==> src/hdl/csd_pkg.sv <==
package csd_pkg;

    // Score field width and highest index the score field can address.
    localparam int SCORE_W   = 4;
    localparam int SCORE_TOP = (1 << SCORE_W) - 1;
    localparam int HIST_DEPTH = SCORE_TOP + 1;

    typedef logic [SCORE_W-1:0] t_score;

    typedef enum logic {
        ST_LOAD,
        ST_EMIT
    } t_state;

    typedef enum logic [1:0] {
        HOP_NONE,
        HOP_INC,
        HOP_DEC
    } t_hist_op;

    // Command to the histogram store: one entry, one op per cycle.
    typedef struct packed {
        t_hist_op op;
        t_score   idx;
    } t_hist_ctl;

endpackage

==> src/hdl/csd_if.sv <==
interface csd_in_if;
    logic                 valid;
    logic                 ready;
    logic [3:0]           score;
    logic                 final_item;

    modport source (output valid, output score, output final_item, input ready);
    modport sink   (input valid, input score, input final_item, output ready);
endinterface

interface csd_out_if;
    logic                 valid;
    logic                 ready;
    logic [3:0]           sorted_score;
    logic                 final_result;

    modport source (output valid, output sorted_score, output final_result, input ready);
    modport sink   (input valid, input sorted_score, input final_result, output ready);
endinterface

==> src/hdl/counting_sort_descending_unit.sv <==
// Flow: a score is counted in the cycle it is accepted; after the final score the
//   sequencer walks the histogram down from the top value into the output register.
// Emission yields the N beats and skips each empty value (at most
//   min(MAX_SCORE,15)), stalling on output back-pressure; no score is taken
//   until the walk through the histogram's single read port and add unit ends.
// Reset: synchronous, active low; clears histogram, counts, sequencer, output valid.
module counting_sort_descending_unit #(
    parameter int MAX_ITEMS = 32,
    parameter int MAX_SCORE = 15
) (
    input  logic       i_clk,
    input  logic       i_rst_n,
    csd_in_if.sink     i_in,
    csd_out_if.source  o_out
);

    // Count width holds MAX_ITEMS itself.
    localparam int CNT_W = $clog2(MAX_ITEMS + 1);
    // Highest histogram index that can ever be nonzero.
    localparam int TOP   = (MAX_SCORE > csd_pkg::SCORE_TOP) ? csd_pkg::SCORE_TOP : MAX_SCORE;
    localparam logic [csd_pkg::SCORE_W-1:0] TOP_IDX = csd_pkg::SCORE_W'(TOP);

    csd_pkg::t_state    r_state, n_state;
    csd_pkg::t_hist_ctl w_ctl;
    logic [CNT_W-1:0]   w_rd_count;

    logic [CNT_W-1:0]             r_count, n_count;   // scores loaded in this set
    logic [CNT_W-1:0]             r_rem,   n_rem;     // beats still to emit
    logic [csd_pkg::SCORE_W-1:0]  r_v,     n_v;       // walk pointer, high to low

    logic                         r_out_valid, n_out_valid;
    logic [csd_pkg::SCORE_W-1:0]  r_out_score, n_out_score;
    logic                         r_out_final, n_out_final;

    logic w_accept;
    logic w_take;      // accepted score gets counted
    logic w_emit_go;   // one sorted beat moves into the output register

    csd_hist #(
        .CNT_W (CNT_W)
    ) u_hist (
        .i_clk      (i_clk),
        .i_rst_n    (i_rst_n),
        .i_ctl      (w_ctl),
        .o_rd_count (w_rd_count)
    );

    assign i_in.ready = (r_state == csd_pkg::ST_LOAD);
    assign w_accept   = i_in.valid && i_in.ready;

    // out-of-range scores and scores past a full set are dropped
    assign w_take = w_accept
                 && (8'(i_in.score) <= 8'(MAX_SCORE))
                 && (r_count != CNT_W'(MAX_ITEMS));

    assign w_emit_go = (r_state == csd_pkg::ST_EMIT)
                    && (r_rem != '0)
                    && (w_rd_count != '0)
                    && (!r_out_valid || o_out.ready);

    // next state
    always_comb begin
        n_state = r_state;
        case (r_state)
            csd_pkg::ST_LOAD: begin
                if (w_accept && i_in.final_item) begin
                    n_state = csd_pkg::ST_EMIT;
                end
            end
            csd_pkg::ST_EMIT: begin
                if (r_rem == '0) begin
                    n_state = csd_pkg::ST_LOAD;
                end
            end
            default: begin
                n_state = csd_pkg::ST_LOAD;
            end
        endcase
    end

    // datapath and histogram commands
    always_comb begin
        w_ctl.op    = csd_pkg::HOP_NONE;
        w_ctl.idx   = r_v;
        n_count     = r_count;
        n_rem       = r_rem;
        n_v         = r_v;
        n_out_valid = r_out_valid;
        n_out_score = r_out_score;
        n_out_final = r_out_final;

        // output register drains independently of the sequencer
        if (o_out.ready) begin
            n_out_valid = 1'b0;
        end

        case (r_state)
            csd_pkg::ST_LOAD: begin
                w_ctl.idx = i_in.score;
                if (w_take) begin
                    w_ctl.op = csd_pkg::HOP_INC;
                    n_count  = r_count + CNT_W'(1);
                end
                if (w_accept && i_in.final_item) begin
                    n_rem   = n_count;
                    n_v     = TOP_IDX;
                    n_count = '0;
                end
            end
            csd_pkg::ST_EMIT: begin
                w_ctl.idx = r_v;
                if (w_emit_go) begin
                    // decrementing each entry leaves the histogram clear at the end
                    w_ctl.op    = csd_pkg::HOP_DEC;
                    n_rem       = r_rem - CNT_W'(1);
                    n_out_valid = 1'b1;
                    n_out_score = r_v;
                    n_out_final = (r_rem == CNT_W'(1));
                end else if ((r_rem != '0) && (w_rd_count == '0)) begin
                    n_v = r_v - csd_pkg::SCORE_W'(1);
                end
            end
            default: begin
            end
        endcase
    end

    always_ff @(posedge i_clk) begin
        if (!i_rst_n) begin
            r_state     <= csd_pkg::ST_LOAD;
            r_count     <= '0;
            r_rem       <= '0;
            r_v         <= '0;
            r_out_valid <= 1'b0;
        end else begin
            r_state     <= n_state;
            r_count     <= n_count;
            r_rem       <= n_rem;
            r_v         <= n_v;
            r_out_valid <= n_out_valid;
        end
    end

    // payload, no reset
    always_ff @(posedge i_clk) begin
        r_out_score <= n_out_score;
        r_out_final <= n_out_final;
    end

    assign o_out.valid        = r_out_valid;
    assign o_out.sorted_score = r_out_score;
    assign o_out.final_result = r_out_final;

endmodule

==> src/hdl/csd_hist.sv <==
module csd_hist #(
    parameter int CNT_W = 6
) (
    input  logic               i_clk,
    input  logic               i_rst_n,
    input  csd_pkg::t_hist_ctl i_ctl,
    output logic [CNT_W-1:0]   o_rd_count
);

    logic [CNT_W-1:0] r_hist [csd_pkg::HIST_DEPTH];
    logic [CNT_W-1:0] w_step;
    logic [CNT_W-1:0] w_sum;

    assign o_rd_count = r_hist[i_ctl.idx];

    // single add unit: +1 on load, -1 (all ones) on emit
    assign w_step = (i_ctl.op == csd_pkg::HOP_DEC) ? {CNT_W{1'b1}} : CNT_W'(1);
    assign w_sum  = o_rd_count + w_step;

    always_ff @(posedge i_clk) begin
        if (!i_rst_n) begin
            for (int i = 0; i < csd_pkg::HIST_DEPTH; i++) begin
                r_hist[i] <= '0;
            end
        end else begin
            case (i_ctl.op)
                csd_pkg::HOP_INC,
                csd_pkg::HOP_DEC: begin
                    r_hist[i_ctl.idx] <= w_sum;
                end
                default: begin
                end
            endcase
        end
    end

endmodule

==> src/flat_wrapper.sv <==
// flat-port wrapper written by rule: the top's interface ports become plain ports
module counting_sort_descending_unit_flat 
#(
    parameter int MAX_ITEMS = 32,
    parameter int MAX_SCORE = 15
)
  (i_clk, i_rst_n, i_in_valid, i_in_score, i_in_final_item, i_in_ready, o_out_valid, o_out_sorted_score, o_out_final_result, o_out_ready);
  csd_in_if i_in_i ();
  csd_out_if o_out_i ();
  input  logic i_clk;
  input  logic i_rst_n;
  input wire logic [$bits(i_in_i.valid)-1:0] i_in_valid;
  input wire logic [$bits(i_in_i.score)-1:0] i_in_score;
  input wire logic [$bits(i_in_i.final_item)-1:0] i_in_final_item;
  output wire logic [$bits(i_in_i.ready)-1:0] i_in_ready;
  output wire logic [$bits(o_out_i.valid)-1:0] o_out_valid;
  output wire logic [$bits(o_out_i.sorted_score)-1:0] o_out_sorted_score;
  output wire logic [$bits(o_out_i.final_result)-1:0] o_out_final_result;
  input wire logic [$bits(o_out_i.ready)-1:0] o_out_ready;
  assign i_in_i.valid = i_in_valid;
  assign i_in_i.score = i_in_score;
  assign i_in_i.final_item = i_in_final_item;
  assign i_in_ready = i_in_i.ready;
  assign o_out_valid = o_out_i.valid;
  assign o_out_sorted_score = o_out_i.sorted_score;
  assign o_out_final_result = o_out_i.final_result;
  assign o_out_i.ready = o_out_ready;
  counting_sort_descending_unit #(.MAX_ITEMS(MAX_ITEMS), .MAX_SCORE(MAX_SCORE)) u_core (.i_clk(i_clk), .i_rst_n(i_rst_n), .i_in(i_in_i), .o_out(o_out_i));
endmodule
==> config.mk <==
export PLATFORM = sky130hd
export DESIGN_NAME = counting_sort_descending_unit_flat
export DESIGN_NICKNAME = d
export VERILOG_FILES = /design/src/hdl/csd_pkg.sv /design/src/hdl/csd_if.sv /design/src/hdl/counting_sort_descending_unit.sv /design/src/hdl/csd_hist.sv /design/src/flat_wrapper.sv
export SDC_FILE = /design/constraint.sdc
export NUM_CORES = 1
export LEC_CHECK = 0
export ABC_AREA = 1
export ABC_CLOCK_PERIOD_IN_PS = 3300
export BUFFER_PORTS_ARGS = -buffer_cell sky130_fd_sc_hd__buf_2
export CORE_UTILIZATION = 30
export DETAILED_ROUTE_END_ITERATION = 6
export PLACE_DENSITY = 0.4
export SLEW_MARGIN = 15
export SYNTH_ARGS = -nofsm -noshare
export SYNTH_HDL_FRONTEND = slang
export SYNTH_SLANG_ARGS = --single-unit
==> constraint.sdc <==
create_clock -name i_clk -period 3.3 [get_ports i_clk]
set_input_delay 0.33 -clock i_clk [delete_from_list [all_inputs] [get_ports i_clk]]
set_output_delay 0.33 -clock i_clk [all_outputs]
set_load 0.01 [all_outputs]
==> flow_metrics.env <==
export IMPL_cts_tree="built"
export IMPL_grt_max_degree=33
export IMPL_critPathLaunchType="flop"
export IMPL_viasPerCell=4.73
export IMPL_clock_skew_final_ns=0.00659
export IMPL_hold_viol=0
export IMPL_period_needed_ns=3.21
export IMPL_insertion_delay_ns=0.42
export IMPL_rows=52
export IMPL_num_vias=5232
export IMPL_met2_usage=0.296
export IMPL_grt_remaining_overflow=0
export IMPL_die_y_um=146
export IMPL_slew_limit_headroom=0.631
export IMPL_hold_ws_ns=0.403
export IMPL_first_pass_iters=5
export IMPL_io_buffers=15
export IMPL_initial_core_util=0.307
export IMPL_synthesis_area_um2=6230
export IMPL_cts_buffer_depth=2
export IMPL_cts_root_buf="clkbuf_16"
export IMPL_leakage_nw=3.48
export IMPL_fp_dieW_um=146
export IMPL_vdd_drop_max_v=0.000349
export IMPL_grt_busiest_layer="met2"
export IMPL_seqPwrFrac=0.362
export IMPL_fill_cells=2076
export IMPL_crit_top_cell="nand2_2"
export IMPL_diodes=0
export IMPL_clk_pin_slew_worst_paths_ns=0.05
export IMPL_drc=0
export IMPL_drt_iter0_drc=314
export IMPL_ant_nets=0
export IMPL_grt_pass1_wl_mm=29.1
export IMPL_combPwrFrac=0.267
export IMPL_p_sw_frac=0.319
export IMPL_tightestPinTransition_ns=0.546
export IMPL_synth_seq_cells=119
export IMPL_period_share=0.972
export IMPL_first_global_vias=5271
export IMPL_die_area_um2=21300
export IMPL_drive_above_1_share=0.234
export IMPL_finalSetupTns_ns=0
export IMPL_yosysSeqAreaShare=0.545
export IMPL_drv_slew=0
export IMPL_met1_usage=0.241
export IMPL_yosys_warnings=0
export IMPL_drv_cap=0
export IMPL_syn_inst=739
export IMPL_status="finished, final reports clean"
export IMPL_gp_congestion=0.806
export IMPL_cts_buffers=17
export IMPL_synth_main_ff_cell="edfxtp_1"
export IMPL_power_density_nw_per_um2=603
export IMPL_path_class="flop to flop"
export IMPL_syn_to_final_growth_pct=28.9
export IMPL_worstPathRequired_ns=3.47
export IMPL_syn_area_per_cell_um2=8.43
export IMPL_io_pins=16
export IMPL_finalNetCount=837
export IMPL_synth_edf_count=101
export IMPL_dp_hpwl_mm=12.6
export IMPL_antenna_found_initial=0
export IMPL_rsz0062_at_grt="true"
export IMPL_p_int_w=0.00329
export IMPL_path_cells="inv_4, buf_8, o21ai_4, inv_4, clkbuf_16, nand2_1, nand2_2, nand2_1, nand2_1, nor2_2, nand2_1, nor2_2, nand2_2, nand3_4, nand2_2, nand2_2, inv_1, ha_1, inv_1, nand2_2, buf_6, xor2_4, clkbuf_16, nor2_1"
export IMPL_path_max_fanout=8
export IMPL_postSynthNetCount=754
export IMPL_core_area_um2=20300
export IMPL_cp_slowest_cell="dfxtp_4"
export IMPL_end_kind="flop"
export IMPL_track_usage=0.182
export IMPL_cp_arrival_ns=3.38
export IMPL_pwr_share_clk=0.371
export IMPL_max_clock_freq_mhz=312
export IMPL_htreeDepth=4
export IMPL_routed_wl_mm=19.4
export IMPL_hold_path_class="input port to flop"
export IMPL_cts_sinks=119
export IMPL_critPathMaxStageDelay_ns=0.37
export IMPL_async_reset_ff_frac=0
export IMPL_power_switching_w=0.00154
export IMPL_met3_usage=0.0341
export IMPL_yosysUniqueCellTypes=38
export IMPL_layout_common_cells="nand2_1 (257), edfxtp_1 (101), nor2_1 (98), buf_4 (55), inv_1 (48)"
export IMPL_finalSetupViolations=0
export IMPL_wl_per_cell_um=17.5
export IMPL_final_common_cell="nand2_1"
critical path, delay by kind of cell, from the launching register on:
family | cells | cell delay [ns]
AO/OA/AOI/OAI | 1 | 0.22
adder cells (fa/ha/maj) | 1 | 0.17
buffers and inverters | 8 | 0.92
flip-flops | 1 | 0.37
XOR/XNOR | 1 | 0.28
AND/OR/NAND/NOR | 13 | 0.97
what timing repair did:
action,CTS,global route
hold buffers,0,0
cloned,0,7
setup endpoints to repair,57,192
gates resized for setup,3,61
pin swaps,3,18
buffers inserted,3,9
stage by stage:
stage	cells	utilization	instance area, µm²	total power [W]	setup slack (ns)
floorplan	739	-	6230	0.00238	0.270
global placement	1054	0.345	7000	0.00288	-0.0187
detailed placement	1054	0.345	7000	0.00289	-0.102
CTS	1089	0.374	7600	0.00469	0.0567
global route	1105	0.396	8030	0.00506	-0.0836
finish	1105	0.396	8030	0.00484	0.0937
area by class of cell:
cell class,instances,area (µm²),area share
sequential,119,3400,0.423
multi-input combinational,537,2600,0.324
inverter,55,216,0.0270
timing repair buffer,92,913,0.114
clock buffer,19,433,0.0539
tap,270,338,0.0421
clock inverter,13,133,0.0165
cell families after synthesis:
group           synth area share
compound gates            0.0504
xor+xnor                  0.0181
fa+ha+maj                 0.0121
buf+inv                   0.0639
flops                      0.545
simple gates               0.311
Yosys cell counts (3+ instances only):
library cell / count / area [µm²]
nand2_1: 294 / 1100
nor2_1: 102 / 383
edfxtp_1: 101 / 3030
inv_1: 49 / 184
nand3_1: 30 / 150
a21oi_1: 24 / 120
o21ai_0: 21 / 105
dfxtp_1: 18 / 360
buf_2: 11 / 55.1
nand3b_1: 8 / 60.1
buf_6: 7 / 78.8
clkbuf_1: 6 / 22.5
ha_1: 6 / 75.1
nand2_2: 6 / 37.5
a31oi_1: 5 / 31.3
nor2_2: 5 / 31.3
buf_4: 4 / 30.0
nand4_1: 4 / 25.0
nor3_1: 4 / 20.0
nor3_2: 4 / 40.0
xor2_1: 4 / 35.0
clkinv_1: 3 / 11.3
metal layers:
layer	share of wire	vias up
met4	0.023	0
met1	0.49	2536
met2	0.46	97
met5	0	-
met3	0.028	30
li1	-	2569
state kept, by name, indices dropped and copies added, names as in the netlist:
| register | cells |
|---|---|
| u_core.o_out.valid | 1 |
| u_core.r_count | 6 |
| u_core.r_v | 4 |
| u_core.r_state | 1 |
| u_core.o_out.final_result | 1 |
| u_core.r_rem | 6 |
| u_core.u_hist.r_hist | 96 |
| u_core.o_out.sorted_score | 4 |
power groups by stage:
stage | Combinational, W | Sequential [W] | Clock [W]
floorplan | 0.000609 | 0.00177 | 0
global placement | 0.00110 | 0.00178 | 0
detailed placement | 0.00110 | 0.00178 | 0
CTS | 0.00111 | 0.00175 | 0.00183
global route | 0.00140 | 0.00176 | 0.00190
finish | 0.00129 | 0.00175 | 0.00179
final timing paths:
check	depth (start not counted)	slack [ns]	end	from
worst min register to register	0	0.44	u_core.o_out.sorted_score[1]	u_core.r_v[1]
worst min-delay path	4	0.40	u_core.o_out.valid	o_out_ready
worst max-delay path	24	0.09	u_core.u_hist.r_hist[10][2]	u_core.r_state
worst max register to register	24	0.09	u_core.u_hist.r_hist[10][2]	u_core.r_state
No activity file was read; power rests on OpenSTA's default activity.
